<file path="config.mk">
export PLATFORM = sky130hd
export DESIGN_NAME = int_to_radix_string_top
export DESIGN_NICKNAME = d
export VERILOG_FILES = /design/src/design/its_pkg.sv /design/src/design/its_ctrl.sv /design/src/design/its_datapath.sv /design/src/design/int_to_radix_string_top.sv
export SDC_FILE = /design/constraint.sdc
export NUM_CORES = 2
export LEC_CHECK = 0
export BUFFER_PORTS_ARGS = -buffer_cell sky130_fd_sc_hd__buf_4
export CORE_ASPECT_RATIO = 2
export CORE_UTILIZATION = 53
export DETAILED_ROUTE_END_ITERATION = 12
export HOLD_SLACK_MARGIN = 0.15
export PLACE_DENSITY = 0.71
export SYNTH_ARGS = -nofsm -noshare
export SYNTH_HDL_FRONTEND = slang
export SYNTH_SLANG_ARGS = --single-unit
</file>
<file path="constraint.sdc">
create_clock -name aclk -period 14.95 [get_ports aclk]
set_input_delay 1.495 -clock aclk [delete_from_list [all_inputs] [get_ports aclk]]
set_output_delay 1.495 -clock aclk [all_outputs]
set_load 0.01 [all_outputs]
</file>
<file path="src/design/its_pkg.sv">
// ----------------------------------------------------------------------------
// its_pkg: shared types and constants of the integer to radix string block
// Holds the controller state encoding, the command/status bundles between
// controller and datapath, and the character codes used by the load checks.
// ----------------------------------------------------------------------------
package its_pkg;

    localparam int LEN_W       = 8;   // alphabet length, 0..128
    localparam int CHAR_W      = 7;
    localparam int DIGIT_DEPTH = 32;  // digit buffer entries
    localparam int BUF_AW      = 5;
    localparam int ND_W        = 6;   // digit count, 0..32
    localparam int DIV_STEPS   = 8;   // quotient bits resolved per cycle

    localparam logic [7:0] CHAR_PLUS  = 8'h2B;
    localparam logic [7:0] CHAR_MINUS = 8'h2D;
    localparam logic [7:0] CHAR_SPACE = 8'd32;
    localparam logic [7:0] CHAR_DEL   = 8'd127;

    localparam logic REQ_LOAD    = 1'b0;
    localparam logic REQ_CONVERT = 1'b1;

    localparam logic STATUS_OK  = 1'b0;
    localparam logic STATUS_BAD = 1'b1;

    typedef enum logic [7:0] {
        ST_IDLE  = 8'b0000_0001,
        ST_LOAD  = 8'b0000_0010,
        ST_ERR   = 8'b0000_0100,
        ST_DIV   = 8'b0000_1000,
        ST_LOOK  = 8'b0001_0000,
        ST_STORE = 8'b0010_0000,
        ST_SIGN  = 8'b0100_0000,
        ST_EMIT  = 8'b1000_0000
    } state_t;

    typedef struct packed {
        logic accept;      // capture the input beat
        logic load;        // check and store one alphabet character
        logic div_step;    // one pass of the radix divider
        logic store;       // write the looked-up digit to the buffer
        logic emit_sign;
        logic emit_digit;
        logic emit_err;
    } cmd_t;

    typedef struct packed {
        logic alph_valid;
        logic div_last;    // current pass finishes the quotient
        logic digits_done; // quotient zero or buffer full
        logic neg;
        logic out_free;    // output register can take a beat
        logic emit_last;   // next digit out is the final one
    } sts_t;

endpackage

</file>
<file path="src/design/its_ctrl.sv">
// ----------------------------------------------------------------------------
// its_ctrl: sequencing state machine
// Accepts input beats, steps the datapath through alphabet load, digit
// extraction and the emission of characters or of an error beat.
// ----------------------------------------------------------------------------
module its_ctrl (
    input  logic          aclk,
    input  logic          aresetn,
    input  logic          s_tvalid,
    input  logic          s_tuser,
    output logic          s_tready,
    input  its_pkg::sts_t sts,
    output its_pkg::cmd_t cmd
);

    its_pkg::state_t state_reg, state_next;

    always_ff @(posedge aclk) begin
        if (!aresetn) begin
            state_reg <= its_pkg::ST_IDLE;
        end else begin
            state_reg <= state_next;
        end
    end

    assign s_tready = (state_reg == its_pkg::ST_IDLE);

    always_comb begin
        state_next = state_reg;
        cmd        = '0;
        unique case (state_reg)
            its_pkg::ST_IDLE: begin
                if (s_tvalid) begin
                    cmd.accept = 1'b1;
                    if (s_tuser == its_pkg::REQ_LOAD) begin
                        state_next = its_pkg::ST_LOAD;
                    end else if (sts.alph_valid) begin
                        state_next = its_pkg::ST_DIV;
                    end else begin
                        state_next = its_pkg::ST_ERR;
                    end
                end
            end
            its_pkg::ST_LOAD: begin
                cmd.load   = 1'b1;
                state_next = its_pkg::ST_IDLE;
            end
            its_pkg::ST_ERR: begin
                if (sts.out_free) begin
                    cmd.emit_err = 1'b1;
                    state_next   = its_pkg::ST_IDLE;
                end
            end
            its_pkg::ST_DIV: begin
                cmd.div_step = 1'b1;
                if (sts.div_last) begin
                    state_next = its_pkg::ST_LOOK;
                end
            end
            // table read of the remainder is in flight
            its_pkg::ST_LOOK: begin
                state_next = its_pkg::ST_STORE;
            end
            its_pkg::ST_STORE: begin
                cmd.store = 1'b1;
                if (!sts.digits_done) begin
                    state_next = its_pkg::ST_DIV;
                end else if (sts.neg) begin
                    state_next = its_pkg::ST_SIGN;
                end else begin
                    state_next = its_pkg::ST_EMIT;
                end
            end
            its_pkg::ST_SIGN: begin
                if (sts.out_free) begin
                    cmd.emit_sign = 1'b1;
                    state_next    = its_pkg::ST_EMIT;
                end
            end
            its_pkg::ST_EMIT: begin
                if (sts.out_free) begin
                    cmd.emit_digit = 1'b1;
                    if (sts.emit_last) begin
                        state_next = its_pkg::ST_IDLE;
                    end
                end
            end
            default: begin
                state_next = its_pkg::ST_IDLE;
            end
        endcase
    end

endmodule

</file>
<file path="src/design/its_datapath.sv">
// ----------------------------------------------------------------------------
// its_datapath: alphabet store, radix divider, digit buffer, output register
// The divider resolves DIV_STEPS quotient bits per pass by restoring
// subtraction against the alphabet length; the remainder indexes the table.
// ----------------------------------------------------------------------------
module its_datapath #(
    parameter int MAX_ALPHABET = 128,
    parameter int NUMBER_BITS  = 32
) (
    input  logic                        aclk,
    input  logic                        aresetn,
    input  its_pkg::cmd_t               cmd,
    output its_pkg::sts_t               sts,
    input  logic [39:0]                 s_tdata,
    input  logic                        s_tlast,
    output logic                        m_tvalid,
    input  logic                        m_tready,
    output logic [its_pkg::CHAR_W-1:0]  out_char,
    output logic                        out_last,
    output logic                        out_status
);

    localparam int TBL_AW = (MAX_ALPHABET > 1) ? $clog2(MAX_ALPHABET) : 1;
    localparam int PASSES = (NUMBER_BITS + its_pkg::DIV_STEPS - 1) / its_pkg::DIV_STEPS;
    localparam int DIV_W  = PASSES * its_pkg::DIV_STEPS;
    localparam int PASS_W = (PASSES > 1) ? $clog2(PASSES) : 1;
    localparam int LW     = its_pkg::LEN_W;
    localparam int CW     = its_pkg::CHAR_W;
    localparam int NW     = its_pkg::ND_W;

    // alphabet state
    logic [LW-1:0]           len_reg;
    logic                    bad_reg;
    logic                    valid_reg;
    logic                    open_reg;
    logic [127:0]            seen_reg;
    logic [CW-1:0]           digit_table_mem [MAX_ALPHABET];
    logic [CW-1:0]           tbl_rd_reg;

    // captured input
    logic [7:0]              ch_reg;
    logic                    last_reg;
    logic                    neg_reg;

    // divider and digit buffer
    logic [DIV_W-1:0]        div_reg;
    logic [CW-1:0]           rem_reg;
    logic [PASS_W-1:0]       pass_reg;
    logic [NW-1:0]           nd_reg;
    logic [CW-1:0]           digit_buf_reg [its_pkg::DIGIT_DEPTH];

    // output register
    logic                    m_tvalid_reg;
    logic [CW-1:0]           out_char_reg;
    logic                    out_last_reg;
    logic                    out_status_reg;

    // input decode
    logic [NUMBER_BITS-1:0]  num_in;
    logic                    neg_in;
    logic [NUMBER_BITS-1:0]  mag_in;

    // load checks
    logic [127:0]            seen_eff;
    logic [LW-1:0]           len_eff;
    logic                    bad_eff;
    logic                    char_bad;
    logic                    reject;
    logic                    take_char;
    logic [LW-1:0]           len_new;
    logic                    bad_new;
    logic [127:0]            seen_new;

    logic [DIV_W-1:0]        div_step_q;
    logic [CW-1:0]           rem_step;
    logic [NW-1:0]           nd_dec;
    logic                    out_free;

    assign num_in = s_tdata[8 +: NUMBER_BITS];
    assign neg_in = num_in[NUMBER_BITS-1];
    assign mag_in = neg_in ? NUMBER_BITS'(~num_in + 1'b1) : num_in;

    // a load beat with no load open starts from an empty alphabet
    assign seen_eff = open_reg ? seen_reg : '0;
    assign len_eff  = open_reg ? len_reg  : '0;
    assign bad_eff  = open_reg ? bad_reg  : 1'b0;

    assign char_bad  = (ch_reg == its_pkg::CHAR_PLUS) || (ch_reg == its_pkg::CHAR_MINUS)
                    || (ch_reg <= its_pkg::CHAR_SPACE) || (ch_reg >= its_pkg::CHAR_DEL);
    assign reject    = char_bad || seen_eff[ch_reg[6:0]] || (len_eff >= LW'(MAX_ALPHABET));
    assign take_char = !bad_eff && !reject;
    assign bad_new   = bad_eff || reject;
    assign len_new   = len_eff + LW'(take_char);
    assign seen_new  = seen_eff | (take_char ? (128'(1) << ch_reg[6:0]) : '0);

    // restoring division, DIV_STEPS bits per pass
    always_comb begin
        logic [CW-1:0]    r;
        logic [DIV_W-1:0] d;
        logic [CW:0]      t;
        r = rem_reg;
        d = div_reg;
        for (int i = 0; i < its_pkg::DIV_STEPS; i++) begin
            t = {r, d[DIV_W-1]};
            d = {d[DIV_W-2:0], 1'b0};
            if (t >= len_reg) begin
                r    = CW'(t - len_reg);
                d[0] = 1'b1;
            end else begin
                r = t[CW-1:0];
            end
        end
        div_step_q = d;
        rem_step   = r;
    end

    assign nd_dec   = nd_reg - NW'(1);
    assign out_free = !m_tvalid_reg || m_tready;

    always_ff @(posedge aclk) begin
        if (!aresetn) begin
            len_reg      <= '0;
            bad_reg      <= 1'b0;
            valid_reg    <= 1'b0;
            open_reg     <= 1'b0;
            seen_reg     <= '0;
            pass_reg     <= '0;
            nd_reg       <= '0;
            m_tvalid_reg <= 1'b0;
        end else begin
            if (cmd.load) begin
                len_reg   <= len_new;
                bad_reg   <= bad_new;
                seen_reg  <= seen_new;
                open_reg  <= !last_reg;
                valid_reg <= last_reg && !bad_new && (len_new >= LW'(2));
            end
            if (cmd.accept) begin
                pass_reg <= '0;
                nd_reg   <= '0;
            end
            if (cmd.div_step) begin
                pass_reg <= sts.div_last ? '0 : pass_reg + PASS_W'(1);
            end
            if (cmd.store) begin
                nd_reg <= nd_reg + NW'(1);
            end
            if (cmd.emit_digit) begin
                nd_reg <= nd_dec;
            end
            if (cmd.emit_sign || cmd.emit_digit || cmd.emit_err) begin
                m_tvalid_reg <= 1'b1;
            end else if (m_tready) begin
                m_tvalid_reg <= 1'b0;
            end
        end
    end

    always_ff @(posedge aclk) begin
        tbl_rd_reg <= digit_table_mem[rem_reg[TBL_AW-1:0]];
        if (cmd.load && take_char) begin
            digit_table_mem[len_eff[TBL_AW-1:0]] <= ch_reg[CW-1:0];
        end
    end

    always_ff @(posedge aclk) begin
        if (cmd.accept) begin
            ch_reg   <= s_tdata[7:0];
            last_reg <= s_tlast;
            neg_reg  <= neg_in;
            div_reg  <= DIV_W'(mag_in);
            rem_reg  <= '0;
        end
        if (cmd.div_step) begin
            div_reg <= div_step_q;
            rem_reg <= rem_step;
        end
        if (cmd.store) begin
            digit_buf_reg[nd_reg[its_pkg::BUF_AW-1:0]] <= tbl_rd_reg;
            rem_reg <= '0;
        end
        if (cmd.emit_sign) begin
            out_char_reg   <= CW'(its_pkg::CHAR_MINUS);
            out_last_reg   <= 1'b0;
            out_status_reg <= its_pkg::STATUS_OK;
        end
        if (cmd.emit_digit) begin
            out_char_reg   <= digit_buf_reg[nd_dec[its_pkg::BUF_AW-1:0]];
            out_last_reg   <= sts.emit_last;
            out_status_reg <= its_pkg::STATUS_OK;
        end
        if (cmd.emit_err) begin
            out_char_reg   <= '0;
            out_last_reg   <= 1'b1;
            out_status_reg <= its_pkg::STATUS_BAD;
        end
    end

    assign sts.alph_valid  = valid_reg;
    assign sts.div_last    = (pass_reg == PASS_W'(PASSES - 1));
    assign sts.digits_done = (div_reg == '0) || (nd_reg == NW'(its_pkg::DIGIT_DEPTH - 1));
    assign sts.neg         = neg_reg;
    assign sts.out_free    = out_free;
    assign sts.emit_last   = (nd_reg == NW'(1));

    assign m_tvalid   = m_tvalid_reg;
    assign out_char   = out_char_reg;
    assign out_last   = out_last_reg;
    assign out_status = out_status_reg;

endmodule

</file>
<file path="src/design/int_to_radix_string_top.sv">
// Flow: a load beat is accepted, then checked and stored in ST_LOAD; a convert
//   with no valid alphabet is accepted and gives its error beat from ST_ERR.
// A convert extracts each digit through ST_DIV, ST_LOOK and ST_STORE
//   (shared 8-bit-per-cycle divider plus table read), then streams its beats out.
// One item is in work at a time; throughput follows the conversion length.
// Reset (aresetn low, synchronous) empties the alphabet and the output register.
// ----------------------------------------------------------------------------
// int_to_radix_string_top: signed integer to string in a loaded radix
// Load beats build a checked digit alphabet; convert beats stream out an
// optional minus sign and the digits, most significant first, or an error beat.
// ----------------------------------------------------------------------------
module int_to_radix_string_top #(
    parameter int MAX_ALPHABET = 128,
    parameter int NUMBER_BITS  = 32
) (
    input  logic        aclk,
    input  logic        aresetn,
    input  logic        s_tvalid,
    output logic        s_tready,
    input  logic [39:0] s_tdata,   // alphabet_char[7:0], number[39:8]
    input  logic        s_tuser,   // req_type
    input  logic        s_tlast,   // alphabet_last
    output logic        m_tvalid,
    input  logic        m_tready,
    output logic [7:0]  m_tdata,   // out_char[6:0], zero pad[7]
    output logic        m_tuser,   // out_status
    output logic        m_tlast    // out_last
);

    its_pkg::cmd_t             cmd;
    its_pkg::sts_t             sts;
    logic [its_pkg::CHAR_W-1:0] out_char;

    its_ctrl u_ctrl (
        .aclk     (aclk),
        .aresetn  (aresetn),
        .s_tvalid (s_tvalid),
        .s_tuser  (s_tuser),
        .s_tready (s_tready),
        .sts      (sts),
        .cmd      (cmd)
    );

    its_datapath #(
        .MAX_ALPHABET (MAX_ALPHABET),
        .NUMBER_BITS  (NUMBER_BITS)
    ) u_datapath (
        .aclk       (aclk),
        .aresetn    (aresetn),
        .cmd        (cmd),
        .sts        (sts),
        .s_tdata    (s_tdata),
        .s_tlast    (s_tlast),
        .m_tvalid   (m_tvalid),
        .m_tready   (m_tready),
        .out_char   (out_char),
        .out_last   (m_tlast),
        .out_status (m_tuser)
    );

    assign m_tdata = {1'b0, out_char};

    // every accepted beat leaves the block busy, so no two beats are taken back to back
    a_busy_after_accept: assert property (@(posedge aclk) disable iff (!aresetn)
        s_tvalid && s_tready |=> !s_tready)
        else $error("input accepted back to back");

    a_err_is_last: assert property (@(posedge aclk) disable iff (!aresetn)
        m_tvalid && m_tuser |-> m_tlast)
        else $error("error beat not flagged last");

    a_char_printable: assert property (@(posedge aclk) disable iff (!aresetn)
        m_tvalid && !m_tuser |-> (m_tdata[6:0] >= 7'd33) && (m_tdata[6:0] <= 7'd126))
        else $error("emitted character outside printable range");

endmodule

</file>
After elaboration in Yosys (flattened, before gate mapping)
Memory sizes are Yosys's and may differ from the RTL's. A register that Yosys moved wholly into a read port is not among the register bits. Index checks and enable logic that the tools add are counted.

Bitwise logic cells: 2. Shift-type cells: 1. Add/sub/neg operators: 13. Muxes and demuxes: 64. $lt $le $gt $ge: 13. Equality and inequality tests: 19. Reductions and logical operators: 25.

Operators by type and width (count): 128-bit 2-to-1 mux (2); 128-bit OR (1); 1-bit by 7-bit left shift with 128-bit output, first input constant (1); 32-bit 2-to-1 mux (3); 7-bit 2-to-1 mux (12); 8-bit 2-to-1 mux (9); 8-bit greater-or-equal comparator (8); 8-bit case mux with 7 select lines (1); 7-bit subtractor (8); 32-bit by 1-bit adder with 32-bit output, second input constant (1); 32-bit zero test (1); 32-bit inverter (1); 1-bit 2-to-1 mux (28); 8-bit by 6-bit equality test with 1-bit output, second input constant (3); 6-bit 2-to-1 mux (3); 1-bit logical OR (10); 8-bit by 1-bit adder with 8-bit output (1); 8-bit by 1-bit equality test with 1-bit output, second input constant (1); 8-bit by 2-bit equality test with 1-bit output, second input constant (1); 8-bit by 3-bit equality test with 1-bit output, second input constant (1); 8-bit by 4-bit equality test with 1-bit output, second input constant (1); 8-bit by 5-bit equality test with 1-bit output, second input constant (1); 8-bit by 7-bit equality test with 1-bit output, second input constant (1); 8-bit equality test, second input constant (1); other kinds (21) (37).

Memories: 2. Word-level logic and storage cells: 156. Bits of input ports: 46. Register bits after elaboration: 214. Memory bits (writable): 1120.

Memory list: u_datapath.digit_table_mem (words 128, width 7, rd ports 1, clocked after Yosys merged registers in 1, wr ports 1, line its_datapath.sv:37) `logic [CW-1:0] digit_table_mem [MAX_ALPHABET];`; u_datapath.digit_buf_reg (words 32, width 7, rd ports 1, clocked after Yosys merged registers in 0, wr ports 1, line its_datapath.sv:50) `logic [CW-1:0] digit_buf_reg [its_pkg::DIGIT_DEPTH];`.

Depth between registers and ports, before layout
Depth in word-level cells: 17. Depth in mapped cells: 67. Mapped depth without buffers: 60.

By module
From an unflattened synthesis, not the netlist that was laid out.

Cells, all modules: 3189. Area total of the unflattened synthesis: 55510.7 um^2.

Modules (own cells, without submodules): its_datapath (area an instance 54911.4 um^2, seq. area each 37836.3 um^2, cells an instance 3120, instances 1); its_ctrl (area an instance 588.1 um^2, seq. area each 160.2 um^2, cells an instance 67, instances 1); int_to_radix_string_top (area an instance 11.3 um^2, seq. area each 0.0 um^2, cells an instance 2, instances 1).

Least setup slack after synthesis
Ideal clock, no wire load.

Path kind: register -> register. From: reg u_datapath.rem_reg[0]. To: reg u_datapath.rem_reg[4]. Slack: 0.381 ns. Clock period less this slack: 14.569 ns. Library setup time: 0.071 ns. Cell stages (with the launch flop): 60. Arrival: 14.498 ns. Cell sequence: dfxtp_1 clkbuf_1 buf_2 buf_2 inv_1 fa_1 a21boi_0 o21a_1 o21ai_1 mux2i_1 fa_1 nand3_1 a311oi_1 or2_2 clkbuf_1 nand2_1 o21a_1 ha_1 [... 24 more ...] mux2_2 inv_1 fa_1 a21o_1 a21oi_1 o21ai_0 o211ai_1 nand2_1 or3_1 and2_1 ha_1 and4_1 a2111oi_0 o21ai_1 or2_2 a21oi_1 a22oi_1 o21ai_1.

Cells in the longest elaborated chain, start to end: 17. Elaborated cells on any way between the ends: 25. Classes of those cells: add/sub: 8; order compare: 8; mux: 9.

RTL lines: start, declared (line its_datapath.sv:47) `logic [CW-1:0] rem_reg;`; start signal, assigned (line its_datapath.sv:176) `rem_reg <= rem_step;`; 7-bit subtractor / 8-bit greater-or-equal comparator (equally long branches) (line its_datapath.sv:107, its_datapath.sv:106); 7-bit 2-to-1 mux (*) (line its_datapath.sv:106) `if (t >= len_reg) begin`; 7-bit subtractor / 8-bit greater-or-equal comparator (equally long branches) (line its_datapath.sv:107, its_datapath.sv:106); 7-bit 2-to-1 mux (*) (line its_datapath.sv:106); 7-bit subtractor / 8-bit greater-or-equal comparator (equally long branches) (line its_datapath.sv:107, its_datapath.sv:106); 7-bit 2-to-1 mux (*) (line its_datapath.sv:106); 7-bit subtractor / 8-bit greater-or-equal comparator (equally long branches) (line its_datapath.sv:107, its_datapath.sv:106); 7-bit 2-to-1 mux (*) (line its_datapath.sv:106); 7-bit subtractor / 8-bit greater-or-equal comparator (equally long branches) (line its_datapath.sv:107, its_datapath.sv:106); 7-bit 2-to-1 mux (*) (line its_datapath.sv:106); 7-bit subtractor / 8-bit greater-or-equal comparator (equally long branches) (line its_datapath.sv:107, its_datapath.sv:106); 7-bit 2-to-1 mux (*) (line its_datapath.sv:106); 8-bit greater-or-equal comparator / 7-bit subtractor (equally long branches) (line its_datapath.sv:106, its_datapath.sv:107); 7-bit 2-to-1 mux (*) (line its_datapath.sv:106); 7-bit subtractor / 8-bit greater-or-equal comparator (equally long branches) (line its_datapath.sv:107, its_datapath.sv:106); 7-bit 2-to-1 mux (*) (line its_datapath.sv:106); 7-bit 2-to-1 mux (*) (line its_datapath.sv:174) `if (cmd.div_step) begin`.

Mark *: on every way between the ends. The rest lies on a longest branch, timed or not. A chain may end at the register's enable or synchronous reset.

Worst setup path in the final report
From: reg u_datapath.div_reg[31]. To: reg u_datapath.rem_reg[5].

Cells in the longest elaborated chain, start to end: 17. Elaborated cells on any way between the ends: 25. Classes of those cells: add/sub: 8; order compare: 8; mux: 9.

RTL lines: start, declared (line its_datapath.sv:46) `logic [DIV_W-1:0] div_reg;`; start signal, assigned (line its_datapath.sv:171) `div_reg <= DIV_W'(mag_in);`; start signal, assigned (line its_datapath.sv:175) `div_reg <= div_step_q;`; 7-bit subtractor / 8-bit greater-or-equal comparator (equally long branches) (line its_datapath.sv:107, its_datapath.sv:106); 7-bit 2-to-1 mux (*) (line its_datapath.sv:106); 7-bit subtractor / 8-bit greater-or-equal comparator (equally long branches) (line its_datapath.sv:107, its_datapath.sv:106); 7-bit 2-to-1 mux (*) (line its_datapath.sv:106); 7-bit subtractor / 8-bit greater-or-equal comparator (equally long branches) (line its_datapath.sv:107, its_datapath.sv:106); 7-bit 2-to-1 mux (*) (line its_datapath.sv:106); 7-bit subtractor / 8-bit greater-or-equal comparator (equally long branches) (line its_datapath.sv:107, its_datapath.sv:106); 7-bit 2-to-1 mux (*) (line its_datapath.sv:106); 7-bit subtractor / 8-bit greater-or-equal comparator (equally long branches) (line its_datapath.sv:107, its_datapath.sv:106); 7-bit 2-to-1 mux (*) (line its_datapath.sv:106); 7-bit subtractor / 8-bit greater-or-equal comparator (equally long branches) (line its_datapath.sv:107, its_datapath.sv:106); 7-bit 2-to-1 mux (*) (line its_datapath.sv:106); 8-bit greater-or-equal comparator / 7-bit subtractor (equally long branches) (line its_datapath.sv:106, its_datapath.sv:107); 7-bit 2-to-1 mux (*) (line its_datapath.sv:106); 7-bit subtractor / 8-bit greater-or-equal comparator (equally long branches) (line its_datapath.sv:107, its_datapath.sv:106); 7-bit 2-to-1 mux (*) (line its_datapath.sv:106); 7-bit 2-to-1 mux (*) (line its_datapath.sv:174).

Marks and branches as above.

==> results_dict.tcl <==
set metrics [dict create \
    syn_nets 3465 \
    hold_violations 0 \
    endpoint_kind "flip-flop" \
    path_common_cell "ha_1" \
    drc 0 \
    intPower_mw 8.75 \
    synthFlopType "edfxtp_1" \
    slowest_stage "or4b_2" \
    finalSetupViolations 0 \
    synth_edf_count 1162 \
    cts_htree_levels 3 \
    filler_cell_count 7595 \
    first_pass_iters 8 \
    synth-seq-cells 1341 \
    core_mm2 0.106 \
    netlist_instances 3338 \
    highest-signal-layer "met5" \
    cp.required_ns 15.60 \
    drive_gt1_frac 0.237 \
    crit_fanout 13 \
    start_util 0.534 \
    clockBufferDepth 3 \
    pwr-share-seq 0.289 \
    die_x_um 233 \
    postRouteAntennaNets 0 \
    final_nets 3588 \
    gp_congestion 0.894 \
    cts_root_buf "clkbuf_16" \
    p_clk_frac 0.202 \
    area_delta_synth_final_pct 11.3 \
    cts_tree "yes" \
    grtUsageTotal 0.264 \
    final_common_cell "edfxtp_1" \
    num_rows 169 \
    clock-sinks 1341 \
    final.setup.tns_ns 0 \
    ir_drop_mv 0.615 \
    max_stage_delay_ns 0.62 \
    grt_max_degree 165 \
    swShare 0.388 \
    status "completed" \
    start_kind "flip-flop" \
    io_buffers 56 \
    wl_met3_um 6650 \
    synth_top_cell_area_share 0.617 \
    wl_per_cell_um 28.5 \
    drt_iter0_markers 2976 \
    post-place-cells 4718 \
    rsz0062_at_grt "no" \
    yosysTopAreaCell "edfxtp_1" \
    stdcell_count 4922 \
    async_flop_share 0 \
    fin_crit_sh 0.951 \
    p_leak_nw 19.8 \
    cap_violations 0 \
    drv_slew 0 \
    ys_seq_area_frac 0.680 \
    skew_ns 0.0389 \
    postSynthAreaPerCell_um2 17.0 \
    dp_hpwl_um 92500 \
    via_count 31700 \
    hold_class "flip-flop to flip-flop" \
    power.share.combinational 0.508 \
    worstPathArrival_ns 14.87 \
    crit_type "flip-flop to flip-flop" \
    io_pins 58 \
    met2WireLength_um 77900 \
    path_clk_slew_ns 0.07 \
    post-route-min-period_ns 14.22 \
    via_per_inst 6.44 \
    grt_overflow 0 \
    p_sw_mw 5.54 \
    yosysWarningCount 0 \
    holdPathStages 2 \
    mostFrequentLayoutCells "edfxtp_1 (1162), mux4_2 (378), nand2_1 (237)" \
    routedLengthMet1_um 45800 \
    antenna_found_initial 4 \
    grt_pass1_vias 33200 \
    cts-buffers-inserted 107 \
    fmax_mhz 70.3 \
    cts-hold-fix-buffers 0 \
    yosysUniqueCellTypes 79 \
    powerDensity_mw_per_mm2 227 \
    largest_reg_flops 896 \
    routed_wl_um 140000 \
    slew_headroom 0.136 \
    syn_area_mm2 0.0566 \
    worstMarginPinSlew_ns 1.29 \
    clock_latency_ns 0.74 \
    die_area_mm2 0.108 \
    grt_pass1_wl_um 209000 \
    die_h_um 464 \
    r2r_cells 57 \
    yosys-top-cells-area "edfxtp_1 (62%), mux4_2 (15%), dfxtp_1 (6.3%)" \
]
## synth_stat cells, types with 35 or more instances
library cell and n:
dfxtp_1 179, nor2_1 125, ha_1 73, nor4_1 111, nor3_1 35, mux4_2 378, nand2_1 237, edfxtp_1 1162
o21ai_0 190, and2_1 44, inv_1 61, a21oi_1 67, clkbuf_1 142
## power groups by stage
stage | registers [mW] | logic [mW] | clock network (mW)
after detailed placement | 4.21 | 6.73 | 0
after global routing | 4.13 | 7.97 | 3.06
final | 4.13 | 7.26 | 2.89
after floorplan | 4.25 | 4.81 | 0
after global placement | 4.21 | 6.49 | 0
after CTS | 4.13 | 6.78 | 2.93
## per-layer routing
layer | GRT usage | vias up
met2 | 0.489 | 1267
met3 | 0.0361 | 399
met1 | 0.274 | 16400
li1 | - | 13600
met5 | 0 | -
met4 | 0.171 | 2
## area by class of cell
class	instances	area, um^2	share of cell area
Antenna cell	2	5.00	0.0000795
Clock buffer	139	3050	0.0484
Clock inverter	61	562	0.00892
Inverter	62	233	0.00370
Multi-Input combinational cell	1733	17300	0.274
Sequential cell	1341	38500	0.611
Tap cell	1368	1710	0.0272
Timing Repair Buffer	216	1670	0.0265
## stage by stage
stage	total power, mW	worst slack [ns]	hold slack (ns)	area, um^2	utilization
floorplan	9.06	0.381	0.415	56600	-
finish	14.3	0.732	0.445	63000	0.595
global placement	10.7	0.461	0.429	59200	0.559
detailed placement	10.9	-0.132	0.438	59200	0.559
CTS	13.8	0.00687	0.449	62900	0.593
global route	15.2	0.0202	0.474	63000	0.594
## what timing repair did
action                                  4_1_cts  5_1_grt
cloned                                        0        0
buffers inserted                              0        2
resized for setup                             3       24
pin swaps                                     0        3
endpoints found under the setup margin        5        8
## final timing paths
kind / slack, ns / startpoint / end
max: 0.73 / u_datapath.div_reg[31] / u_datapath.rem_reg[5]
min: 0.45 / u_datapath.out_status / u_datapath.out_status
max reg2reg: 0.73 / u_datapath.div_reg[31] / u_datapath.rem_reg[5]
min reg2reg: 0.45 / u_datapath.out_status / u_datapath.out_status
## logic make-up (layout without fill, tap and decap cells)
kind of cell | after synthesis | count (layout) | synth area share
flops | 1341 | 1341 | 0.680
simple gates | 709 | 709 | 0.0622
compound gates | 450 | 450 | 0.0500
mux | 433 | 433 | 0.161
buf+inv | 264 | 478 | 0.0191
fa+ha+maj | 81 | 81 | 0.0190
xor+xnor | 59 | 59 | 0.00913
other cells | 1 | 3 | 0.0000663
## critical path: cells and delay by family, from the launching register on
family	cells	cell delay (ns)
AO/OA/AOI/OAI	35	7.55
adder cells (fa/ha/maj)	9	3.14
buffers and inverters	5	0.71
flip-flops	1	0.37
multiplexers	1	0.22
AND/OR/NAND/NOR	7	2.18
Power figures use the tool's default switching activity.
